===== src/hw/rtl/mrd_pkg.sv =====
// ---------------------------------------------------------------------------
// mrd_pkg - shared types and constants of the MQTT receive deframer
// Parse phases, result record and fixed field widths.
// ---------------------------------------------------------------------------
package mrd_pkg;

    localparam int BYTE_W  = 8;
    localparam int TYPE_W  = 4;
    localparam int LEN_W   = 28;
    localparam int CNT_W   = 3;
    localparam int DATA_W  = 80;
    localparam int USER_W  = 2;

    localparam logic [TYPE_W-1:0] TYPE_CONNACK   = 4'd2;
    localparam logic [BYTE_W-1:0] CODE_NONE      = 8'hFF;
    localparam logic [CNT_W-1:0]  LEN_BYTES_MAX  = 3'd4;
    localparam logic [LEN_W-1:0]  CONNACK_RC_IDX = 28'd1;

    typedef enum logic [1:0] {
        PHASE_HEADER  = 2'd0,
        PHASE_LENGTH  = 2'd1,
        PHASE_PAYLOAD = 2'd2
    } phase_t;

    typedef struct packed {
        logic [BYTE_W-1:0] return_code;
        logic [LEN_W-1:0]  remaining_length;
        logic [LEN_W-1:0]  payload_index;
        logic [BYTE_W-1:0] payload_byte;
        logic [TYPE_W-1:0] packet_type;
        logic              packet_done;
        logic              length_error;
        logic              payload_valid;
    } result_t;

endpackage


===== src/hw/rtl/mrd_in_stage.sv =====
// ---------------------------------------------------------------------------
// mrd_in_stage - input register
// Holds one received byte until the parse stage takes it.
// ---------------------------------------------------------------------------
module mrd_in_stage
(
    input  logic                       clk,
    input  logic                       rst_n,
    input  logic                       s_tvalid,
    output logic                       s_tready,
    input  logic [mrd_pkg::BYTE_W-1:0] s_tdata,
    output logic                       byte_valid,
    output logic [mrd_pkg::BYTE_W-1:0] byte_data,
    input  logic                       byte_take
);

    logic                       valid_reg;
    logic                       valid_next;
    logic [mrd_pkg::BYTE_W-1:0] data_reg;

    assign s_tready   = !valid_reg || byte_take;
    assign valid_next = (s_tvalid && s_tready) || (valid_reg && !byte_take);
    assign byte_valid = valid_reg;
    assign byte_data  = data_reg;

    always_ff @(posedge clk or negedge rst_n)
    begin
        if (!rst_n)
        begin
            valid_reg <= 1'b0;
        end
        else
        begin
            valid_reg <= valid_next;
        end
    end

    always_ff @(posedge clk)
    begin
        if (s_tvalid && s_tready)
        begin
            data_reg <= s_tdata;
        end
    end

endmodule


===== src/hw/rtl/mrd_parser.sv =====
// ---------------------------------------------------------------------------
// mrd_parser - fixed header parser
// Walks header, varint length and payload; one byte per advance.
// ---------------------------------------------------------------------------
module mrd_parser
(
    input  logic                       clk,
    input  logic                       rst_n,
    input  logic                       advance,
    input  logic [mrd_pkg::BYTE_W-1:0] rx_byte,
    output mrd_pkg::result_t           result
);

    mrd_pkg::phase_t                 phase_reg;
    mrd_pkg::phase_t                 phase_next;
    logic [mrd_pkg::TYPE_W-1:0]      type_reg;
    logic [mrd_pkg::TYPE_W-1:0]      type_next;
    logic [mrd_pkg::LEN_W-1:0]       accum_reg;
    logic [mrd_pkg::LEN_W-1:0]       accum_next;
    logic [mrd_pkg::CNT_W-1:0]       count_reg;
    logic [mrd_pkg::CNT_W-1:0]       count_next;
    logic [mrd_pkg::LEN_W-1:0]       pcount_reg;
    logic [mrd_pkg::LEN_W-1:0]       pcount_next;
    logic [mrd_pkg::BYTE_W-1:0]      code_reg;
    logic [mrd_pkg::BYTE_W-1:0]      code_next;

    logic [mrd_pkg::LEN_W-1:0]       group_shifted;
    logic [mrd_pkg::LEN_W-1:0]       accum_sum;
    logic [mrd_pkg::CNT_W-1:0]       count_inc;
    logic [mrd_pkg::LEN_W:0]         pcount_inc;
    logic                            more_bytes;
    logic                            len_overrun;
    logic                            payload_last;

    always_comb
    begin
        unique case (count_reg[1:0])
            2'd0:    group_shifted = {21'd0, rx_byte[6:0]};
            2'd1:    group_shifted = {14'd0, rx_byte[6:0], 7'd0};
            2'd2:    group_shifted = {7'd0, rx_byte[6:0], 14'd0};
            default: group_shifted = {rx_byte[6:0], 21'd0};
        endcase
    end

    assign accum_sum    = (count_reg < mrd_pkg::LEN_BYTES_MAX) ? accum_reg + group_shifted
                                                               : accum_reg;
    assign count_inc    = count_reg + 3'd1;
    assign more_bytes   = rx_byte[7];
    assign len_overrun  = count_inc >= mrd_pkg::LEN_BYTES_MAX;
    assign pcount_inc   = {1'b0, pcount_reg} + {{mrd_pkg::LEN_W{1'b0}}, 1'b1};
    assign payload_last = pcount_inc >= {1'b0, accum_reg};

    always_comb
    begin
        unique case (phase_reg)
            mrd_pkg::PHASE_LENGTH:
            begin
                if (more_bytes)
                begin
                    phase_next = len_overrun ? mrd_pkg::PHASE_HEADER : mrd_pkg::PHASE_LENGTH;
                end
                else if (accum_sum == '0)
                begin
                    phase_next = mrd_pkg::PHASE_HEADER;
                end
                else
                begin
                    phase_next = mrd_pkg::PHASE_PAYLOAD;
                end
            end
            mrd_pkg::PHASE_PAYLOAD:
            begin
                phase_next = payload_last ? mrd_pkg::PHASE_HEADER : mrd_pkg::PHASE_PAYLOAD;
            end
            default:
            begin
                phase_next = mrd_pkg::PHASE_LENGTH;
            end
        endcase
    end

    always_comb
    begin
        type_next   = type_reg;
        accum_next  = accum_reg;
        count_next  = count_reg;
        pcount_next = pcount_reg;
        code_next   = code_reg;
        result      = '0;
        unique case (phase_reg)
            mrd_pkg::PHASE_LENGTH:
            begin
                accum_next          = accum_sum;
                count_next          = count_inc;
                result.length_error = more_bytes && len_overrun;
                result.packet_done  = !more_bytes && (accum_sum == '0);
                if (!more_bytes && (accum_sum != '0))
                begin
                    pcount_next = '0;
                end
            end
            mrd_pkg::PHASE_PAYLOAD:
            begin
                result.payload_valid = 1'b1;
                result.payload_byte  = rx_byte;
                result.payload_index = pcount_reg;
                result.packet_done   = payload_last;
                pcount_next          = pcount_inc[mrd_pkg::LEN_W-1:0];
                if (type_reg == mrd_pkg::TYPE_CONNACK && pcount_reg == mrd_pkg::CONNACK_RC_IDX)
                begin
                    code_next = rx_byte;
                end
            end
            default:
            begin
                type_next   = rx_byte[7:4];
                accum_next  = '0;
                count_next  = '0;
                pcount_next = '0;
                code_next   = mrd_pkg::CODE_NONE;
            end
        endcase
        result.packet_type      = type_next;
        result.remaining_length = accum_next;
        result.return_code      = code_next;
    end

    always_ff @(posedge clk or negedge rst_n)
    begin
        if (!rst_n)
        begin
            phase_reg  <= mrd_pkg::PHASE_HEADER;
            type_reg   <= '0;
            accum_reg  <= '0;
            count_reg  <= '0;
            pcount_reg <= '0;
            code_reg   <= mrd_pkg::CODE_NONE;
        end
        else if (advance)
        begin
            phase_reg  <= phase_next;
            type_reg   <= type_next;
            accum_reg  <= accum_next;
            count_reg  <= count_next;
            pcount_reg <= pcount_next;
            code_reg   <= code_next;
        end
    end

endmodule


===== src/hw/rtl/mrd_out_stage.sv =====
// ---------------------------------------------------------------------------
// mrd_out_stage - result register
// Holds one parsed result beat until the downstream side takes it.
// ---------------------------------------------------------------------------
module mrd_out_stage
(
    input  logic                       clk,
    input  logic                       rst_n,
    input  logic                       res_valid,
    output logic                       res_ready,
    input  mrd_pkg::result_t           res,
    output logic                       m_tvalid,
    input  logic                       m_tready,
    output logic [mrd_pkg::DATA_W-1:0] m_tdata,
    output logic                       m_tlast,
    output logic [mrd_pkg::USER_W-1:0] m_tuser
);

    logic             valid_reg;
    logic             valid_next;
    mrd_pkg::result_t res_reg;

    assign res_ready  = !valid_reg || m_tready;
    assign valid_next = (res_valid && res_ready) || (valid_reg && !m_tready);

    assign m_tvalid = valid_reg;
    assign m_tdata  = {4'd0, res_reg.return_code, res_reg.remaining_length,
                       res_reg.payload_index, res_reg.payload_byte, res_reg.packet_type};
    assign m_tlast  = res_reg.packet_done;
    assign m_tuser  = {res_reg.length_error, res_reg.payload_valid};

    always_ff @(posedge clk or negedge rst_n)
    begin
        if (!rst_n)
        begin
            valid_reg <= 1'b0;
        end
        else
        begin
            valid_reg <= valid_next;
        end
    end

    always_ff @(posedge clk)
    begin
        if (res_valid && res_ready)
        begin
            res_reg <= res;
        end
    end

endmodule


===== src/hw/rtl/mqtt_receive_deframer_unit.sv =====
// ---------------------------------------------------------------------------
// mqtt_receive_deframer_unit - MQTT receive deframer
// Parses the fixed header of a received MQTT byte stream and emits one
// result beat per received byte.
//
// Input channel s_*: one received byte per beat.
// Output channel m_*: one result beat per input beat, in order. tlast marks
// the final byte of a packet; tuser carries the payload and error flags.
// Path: an accepted byte is held in the input register, then the parse
// logic writes its result into the result register.
// Throughput: one byte per cycle while m_tready is high; the parser steps its
// header/length/payload state per byte, so back-to-back bytes never wait.
// Reset: the parser waits for a header byte, length and counts are zero,
// the return code reads 0xFF, and both stage registers are empty.
// Stall: while m_tready is low the result beat holds, the parser stops
// and the input register fills; s_tready falls once both are occupied.
// ---------------------------------------------------------------------------
module mqtt_receive_deframer_unit
(
    input  logic                       clk,
    input  logic                       rst_n,
    input  logic                       s_tvalid,
    output logic                       s_tready,
    input  logic [mrd_pkg::BYTE_W-1:0] s_tdata,   // [7:0] rx_byte
    output logic                       m_tvalid,
    input  logic                       m_tready,
    // [3:0] packet_type, [11:4] payload_byte, [39:12] payload_index,
    // [67:40] remaining_length, [75:68] return_code, [79:76] zero
    output logic [mrd_pkg::DATA_W-1:0] m_tdata,
    output logic                       m_tlast,   // packet_done
    output logic [mrd_pkg::USER_W-1:0] m_tuser    // [0] payload_valid, [1] length_error
);

    logic                       byte_valid;
    logic [mrd_pkg::BYTE_W-1:0] byte_data;
    logic                       res_ready;
    logic                       advance;
    mrd_pkg::result_t           res;

    assign advance = byte_valid && res_ready;

    mrd_in_stage u_in
    (
        .clk        (clk),
        .rst_n      (rst_n),
        .s_tvalid   (s_tvalid),
        .s_tready   (s_tready),
        .s_tdata    (s_tdata),
        .byte_valid (byte_valid),
        .byte_data  (byte_data),
        .byte_take  (advance)
    );

    mrd_parser u_parser
    (
        .clk     (clk),
        .rst_n   (rst_n),
        .advance (advance),
        .rx_byte (byte_data),
        .result  (res)
    );

    mrd_out_stage u_out
    (
        .clk       (clk),
        .rst_n     (rst_n),
        .res_valid (byte_valid),
        .res_ready (res_ready),
        .res       (res),
        .m_tvalid  (m_tvalid),
        .m_tready  (m_tready),
        .m_tdata   (m_tdata),
        .m_tlast   (m_tlast),
        .m_tuser   (m_tuser)
    );

endmodule

===== config.mk =====
export PLATFORM = sky130hd
export DESIGN_NAME = mqtt_receive_deframer_unit
export DESIGN_NICKNAME = d
export VERILOG_FILES = /design/src/hw/rtl/mrd_pkg.sv /design/src/hw/rtl/mrd_in_stage.sv /design/src/hw/rtl/mrd_parser.sv /design/src/hw/rtl/mrd_out_stage.sv /design/src/hw/rtl/mqtt_receive_deframer_unit.sv
export SDC_FILE = /design/constraint.sdc
export NUM_CORES = 1
export LEC_CHECK = 0
export ABC_CLOCK_PERIOD_IN_PS = 9980
export BUFFER_PORTS_ARGS = -buffer_cell sky130_fd_sc_hd__buf_2
export CAP_MARGIN = 20
export CELL_PAD_IN_SITES_DETAIL_PLACEMENT = 0
export CELL_PAD_IN_SITES_GLOBAL_PLACEMENT = 1
export CORE_MARGIN = 1.5
export CORE_UTILIZATION = 35
export CTS_CLUSTER_DIAMETER = 60
export DETAILED_ROUTE_END_ITERATION = 8
export PLACE_DENSITY = 0.68
export SLEW_MARGIN = 20
export SYNTH_ARGS = -nofsm -noshare
export SYNTH_HDL_FRONTEND = slang
export SYNTH_SLANG_ARGS = --single-unit

===== constraint.sdc =====
create_clock -name clk -period 9.98 [get_ports clk]
set_clock_uncertainty 0.05 [all_clocks]
set_input_delay 0 -clock clk [delete_from_list [all_inputs] [get_ports clk]]
set_output_delay 0 -clock clk [all_outputs]
set_load 0.02 [all_outputs]

# Word level (Yosys, flattened, before mapping)
# Index checks and enable logic that the tools add are counted.
# word_totals
regBits	162
# classes
n_mux	16
add_sub_neg	3
reduce_logical	23
order_cmp	3
n_eq_ne	7
n_bitwise	1
# ops
op	n
$pmux W28 S2	2
$pmux W28 S3	1
$mux W28	2
$add A28 B1 Y29 const B	1
$ge A29 B28 Y1	1
$add A28 B28 Y28	1
$eq A28 B1 Y1 const B	1
$logic_not A28 Y1	1
$reduce_bool A28 Y1	1
$pmux W8 S2	1
$logic_and A1 B1 Y1	8
$mux W8	1
$mux W2	3
$pmux W3 S2	1
$logic_not A1 Y1	5
$eq A2 B1 Y1 const B	2
$eq A2 B2 Y1 const B	2
$eq A4 B2 Y1 const B	1
$logic_or A1 B1 Y1	4
$mux W4	1
$pmux W2 S2	1
$reduce_and A2 Y1	2
$add A3 B1 Y3 const B	1
$ge A3 B3 Y1 const B	1
7 further kinds	8

# Logic depth before layout (Yosys ltp)
# logic_depth
ltp_word	8
mapped_depth	19

# Modules after synthesis
# From an unflattened synthesis, not the netlist that was laid out.
# hier_totals
cells_unflattened	1064
area_unflattened_um2	10358.7
# by_module_without_submodules
module	cells_each	area_each_um2	n_inst
mrd_parser	963	7598.5	1
mrd_out_stage	88	2459.9	1
mrd_in_stage	12	294.0	1
mqtt_receive_deframer_unit	1	6.3	1

# Least setup slack after synthesis
# No wires, ideal clock.
# synth_path
kind	reg2reg
start	register u_parser.count_reg[0] (netlist name)
end	register u_out.res_reg (netlist bit u_out.m_tlast), data pin
required_time_ps	9783
path_stages_with_launch	17
arrival_ps	3879
path_buffers	0
slack_ps	5904
cell_sequence	dfrtp_1 -> ha_1 -> nor2b_1 -> and2_1 -> ha_1 -> inv_1 -> fa_1 -> nor2b_4 -> o31a_4 -> o21a_1 -> o31ai_1 -> or4_1 -> a311oi_1 -> nand4b_1 -> or3_1 -> or4_1 -> a21oi_1
# synth_lines
item	line_no	rtl
start: declaration	mrd_parser.sv:20	logic [mrd_pkg::CNT_W-1:0] count_reg;
start signal: assignment	mrd_parser.sv:144	count_reg <= count_next;
end signal: assignment	mrd_out_stage.sv:48	res_reg <= res;
end: declaration	mrd_out_stage.sv:21	mrd_pkg::result_t res_reg;

# Worst setup path in the final report
# layout_path
start	register u_parser.count_reg[0] (netlist name)
end	register u_parser.pcount_reg[4] (netlist name)
# layout_between
elab_chain_cells	8
elab_cells_between_ends	11
classes_between	add/sub (1); order compare (1); eq/ne (3); mux (2); reduce/logical (4)
# layout_rtl
item	line_no	rtl
$eq A2 B2 Y1, or another cell as far along	mrd_parser.sv:37	unique case (count_reg[1:0])
$pmux W28 S3	mrd_parser.sv:37	
$add A28 B28 Y28	mrd_parser.sv:45	assign accum_sum = (count_reg < mrd_pkg::LEN_BYTES_MAX) ? accum_reg + group_shifted
$mux W28 (*)	mrd_parser.sv:45	
$reduce_bool A28 Y1 (*)	mrd_parser.sv:97	if (!more_bytes && (accum_sum != '0))
$logic_and A1 B1 Y1 (*)	mrd_parser.sv:97	
$ne A2 B1 Y1 (no line) (*)	n/a	
$reduce_and A2 Y1 (no line) (*)	n/a	
end signal: assignment	mrd_parser.sv:145	pcount_reg <= pcount_next;
end: declaration	mrd_parser.sv:22	logic [mrd_pkg::LEN_W-1:0] pcount_reg;
# Every way passes the cells marked *; elsewhere a longest branch is shown, timed or not.
# A chain may end at the register's enable or synchronous reset.

==> impl_metrics.yaml <==
route:
  num_vias: 8567
  drt-pass1-iter-count: 7
  wl_mm: 30.1
  post-route-drc-count: 0
  ant_nets: 0
  wl_per_cell_microns: 19.1
  drtIter0Drc: 670
  viasPerCell: 5.44
power:
  power.density_nw_per_um2: 228
  power.leakage_nw: 4.83
  clock_power_share: 0.258
  internal-power_mw: 1.64
  power_mw: 2.69
  ir_drop_mv: 0.157
  seqPwrFrac: 0.352
  combPwrFrac: 0.390
  p_sw_frac: 0.390
  power.switching_mw: 1.05
synth:
  postSynthCellCount: 1114
  synth_flop_cell: "edfxtp_1"
  synth_async_sr_flop_share: 0.463
  ys_seq_area_frac: 0.437
  synth_seq_cells: 162
  ys_warn_count: 0
  synth_edf_count: 87
  synth.distinct_cells: 75
  syn_avg_cell_area_sq_um: 9.25
  syn_area_sq_um: 10300
worst_setup_path:
  path_class: "reg -> reg"
  cp.required_ns: 10.24
  reg2reg_slack_ns: 4.74
  slowest_stage: "or2_2"
  crit_family: "simple AND/OR/NAND/NOR gates"
  arrival_ns: 5.50
  path_cells: "ha_1 -> nor2b_1 -> and2_1 -> ha_1 -> inv_1 -> fa_1 -> nor2b_4 -> o31a_4 -> o211ai_1 -> nor4b_2 -> or4_1 -> a22oi_1 -> a211o_1 -> nor4_2 -> buf_4 -> or2_2 -> a211o_1"
  crit_path_max_incr_delay_ns: 0.56
  path_buf_inv: 2
  cp_max_fo: 29
  cp-start-kind: "register"
  endpoint_kind: "register"
sta:
  setup_viol: 0
  rsz0062_at_grt: "no"
  hold_violations: 0
  post-route-period-util: 0.525
  fin_crit_ns: 5.24
  relSlewSlack: 0.387
  final_max_slew_viol_count: 0
  timing.fmax_ghz: 0.191
  tightest_slew_ns: 0.920
  finalSetupTns_ns: 0
layout:
  largest_register_ff_count: 76
  nets: 1254
  area_growth_syn_to_layout_pct: 14.4
  diodes: 0
  final_common_cell: "nand2_1"
  drive_gt1_frac: 0.142
  mostFrequentLayoutCells: "nand2_1, buf_2, edfxtp_1"
clock_network:
  cts.clk_slew.worst_paths_ns: 0.07
  cts_resized: 0
  cts_max_path_buffers: 2
  postCtsSetupBuffers: 0
  cts_tree: "done"
  clkSinkCount: 162
  root_buffer: "clkbuf_16"
  htreeDepth: 4
  cts_inserted_buffers: 17
  clock_latency_ns: 0.43
floorplan:
  io-pin-count: 97
  start_util: 0.357
  die_h_microns: 175
  rows: 62
  coreArea_sq_um: 28900
  die_x_microns: 175
  die_area_sq_um: 30500
global_routing:
  grt_pass1_wl_mm: 46.6
  grtUsageTotal: 0.198
  grt_pass1_vias: 8084
  grt_max_degree: 88
  overflow: 0
  grt_antenna_before_repair: 2
run:
  maxCapViolations: 0
place:
  gp_congestion: 0.861
  port-buffer-count: 92
  dp_hpwl_mm: 21.0
hold_path:
  hold_path_class: "in -> reg"
status:
  outcome: "completed"
## metal layers
| metal | track usage | vias up | part of all wire |
|---|---|---|---|
| li1 | - | 4162 | - |
| met1 | 0.275 | 4127 | 0.47 |
| met2 | 0.315 | 245 | 0.46 |
| met3 | 0.0346 | 33 | 0.049 |
| met4 | 0.0616 | 0 | 0.020 |
| met5 | 0 | - | 0 |
## synth_stat cells, types with 18 or more instances
library cell | instances | area share
clkbuf_1 | 48 | 0.017
nand2_1 | 158 | 0.058
a21oi_1 | 42 | 0.020
edfxtp_1 | 87 | 0.25
a22oi_1 | 22 | 0.016
nor2_1 | 66 | 0.024
nor3_1 | 18 | 0.0087
dfrtp_1 | 67 | 0.16
and2_1 | 68 | 0.041
o21ai_1 | 48 | 0.023
inv_1 | 46 | 0.017
o21ai_0 | 63 | 0.031
ha_1 | 64 | 0.078
nand4_1 | 22 | 0.013
nand3_1 | 21 | 0.010
xnor2_1 | 19 | 0.016
## logic make-up after synthesis
| family | after synthesis | share of synthesized area |
|---|---|---|
| buffers and inverters | 120 | 0.0471 |
| adder cells (fa/ha/maj) | 65 | 0.0797 |
| XOR/XNOR | 36 | 0.0306 |
| multiplexers | 23 | 0.0244 |
| other | 1 | 0.000364 |
| AND/OR/NAND/NOR | 426 | 0.206 |
| AO/OA/AOI/OAI | 281 | 0.175 |
| flip-flops | 162 | 0.437 |
## final cells by class
class                           instances  area [sq um]
Tap cell                              384           480
Sequential cell                       162          4500
Clock inverter                          9           118
Multi-Input combinational cell        835          5350
Clock buffer                           23           500
Inverter                               48           183
Timing Repair Buffer                  113           653
Fill cell                            2910         17100
## power by group through the flow
| stage | combinational, mW | clock [mW] | sequential, mW |
|---|---|---|---|
| final | 1.05 | 0.695 | 0.948 |
| after detailed placement | 1.03 | 0 | 0.959 |
| after global routing | 1.15 | 0.739 | 0.963 |
| after floorplan | 0.691 | 0 | 0.990 |
| after CTS | 1.05 | 0.709 | 0.948 |
| after global placement | 1.03 | 0 | 0.957 |
## path summary, 6_finish.rpt
path,endpoint,start,cells past startpoint
max in group asynchronous,u_out.m_tvalid$_DFF_PN0_,rst_n,3
hold reg to reg,u_parser.code_reg[0]$_DFFE_PN1P_,u_parser.code_reg[0]$_DFFE_PN1P_,2
min in group asynchronous,u_parser.pcount_reg[6]$_DFFE_PN0P_,rst_n,3
hold / removal,u_in.byte_data[6]$_DFFE_PP_,s_tdata[6],2
setup reg to reg,u_parser.pcount_reg[4]$_DFFE_PN0P_,u_parser.count_reg[0]$_DFFE_PN0P_,17
setup / recovery,u_parser.pcount_reg[4]$_DFFE_PN0P_,u_parser.count_reg[0]$_DFFE_PN0P_,17
## timing repair
action,CTS,global route
endpoints found under the setup margin,0,0
hold buffers,13,0
endpoints found under the hold margin,77,0
## worst register-to-register path: cells and delay by family, from the launching register on
family                     cells  cell delay, ns
buffers and inverters          2            0.32
adders and majority gates      3            0.95
DFF                            1            0.42
and+or+nand+nor                7            2.17
AOI/OAI and AO/OA              5            1.21
## metrics by stage
stage                     worst slack, ns  hold WS (ns)  instances  instance area (sq um)  utilization
after floorplan                      5.90        -0.346       1117                  10300            -
after global placement               4.56        -0.184       1529                  11000        0.382
after detailed placement             4.48        -0.183       1529                  11000        0.382
after CTS                            4.44         0.210       1574                  11800        0.408
after global routing                 4.33         0.218       1574                  11800        0.408
final                                4.74         0.226       1574                  11800        0.408
(Power assumes the default switching activity.)
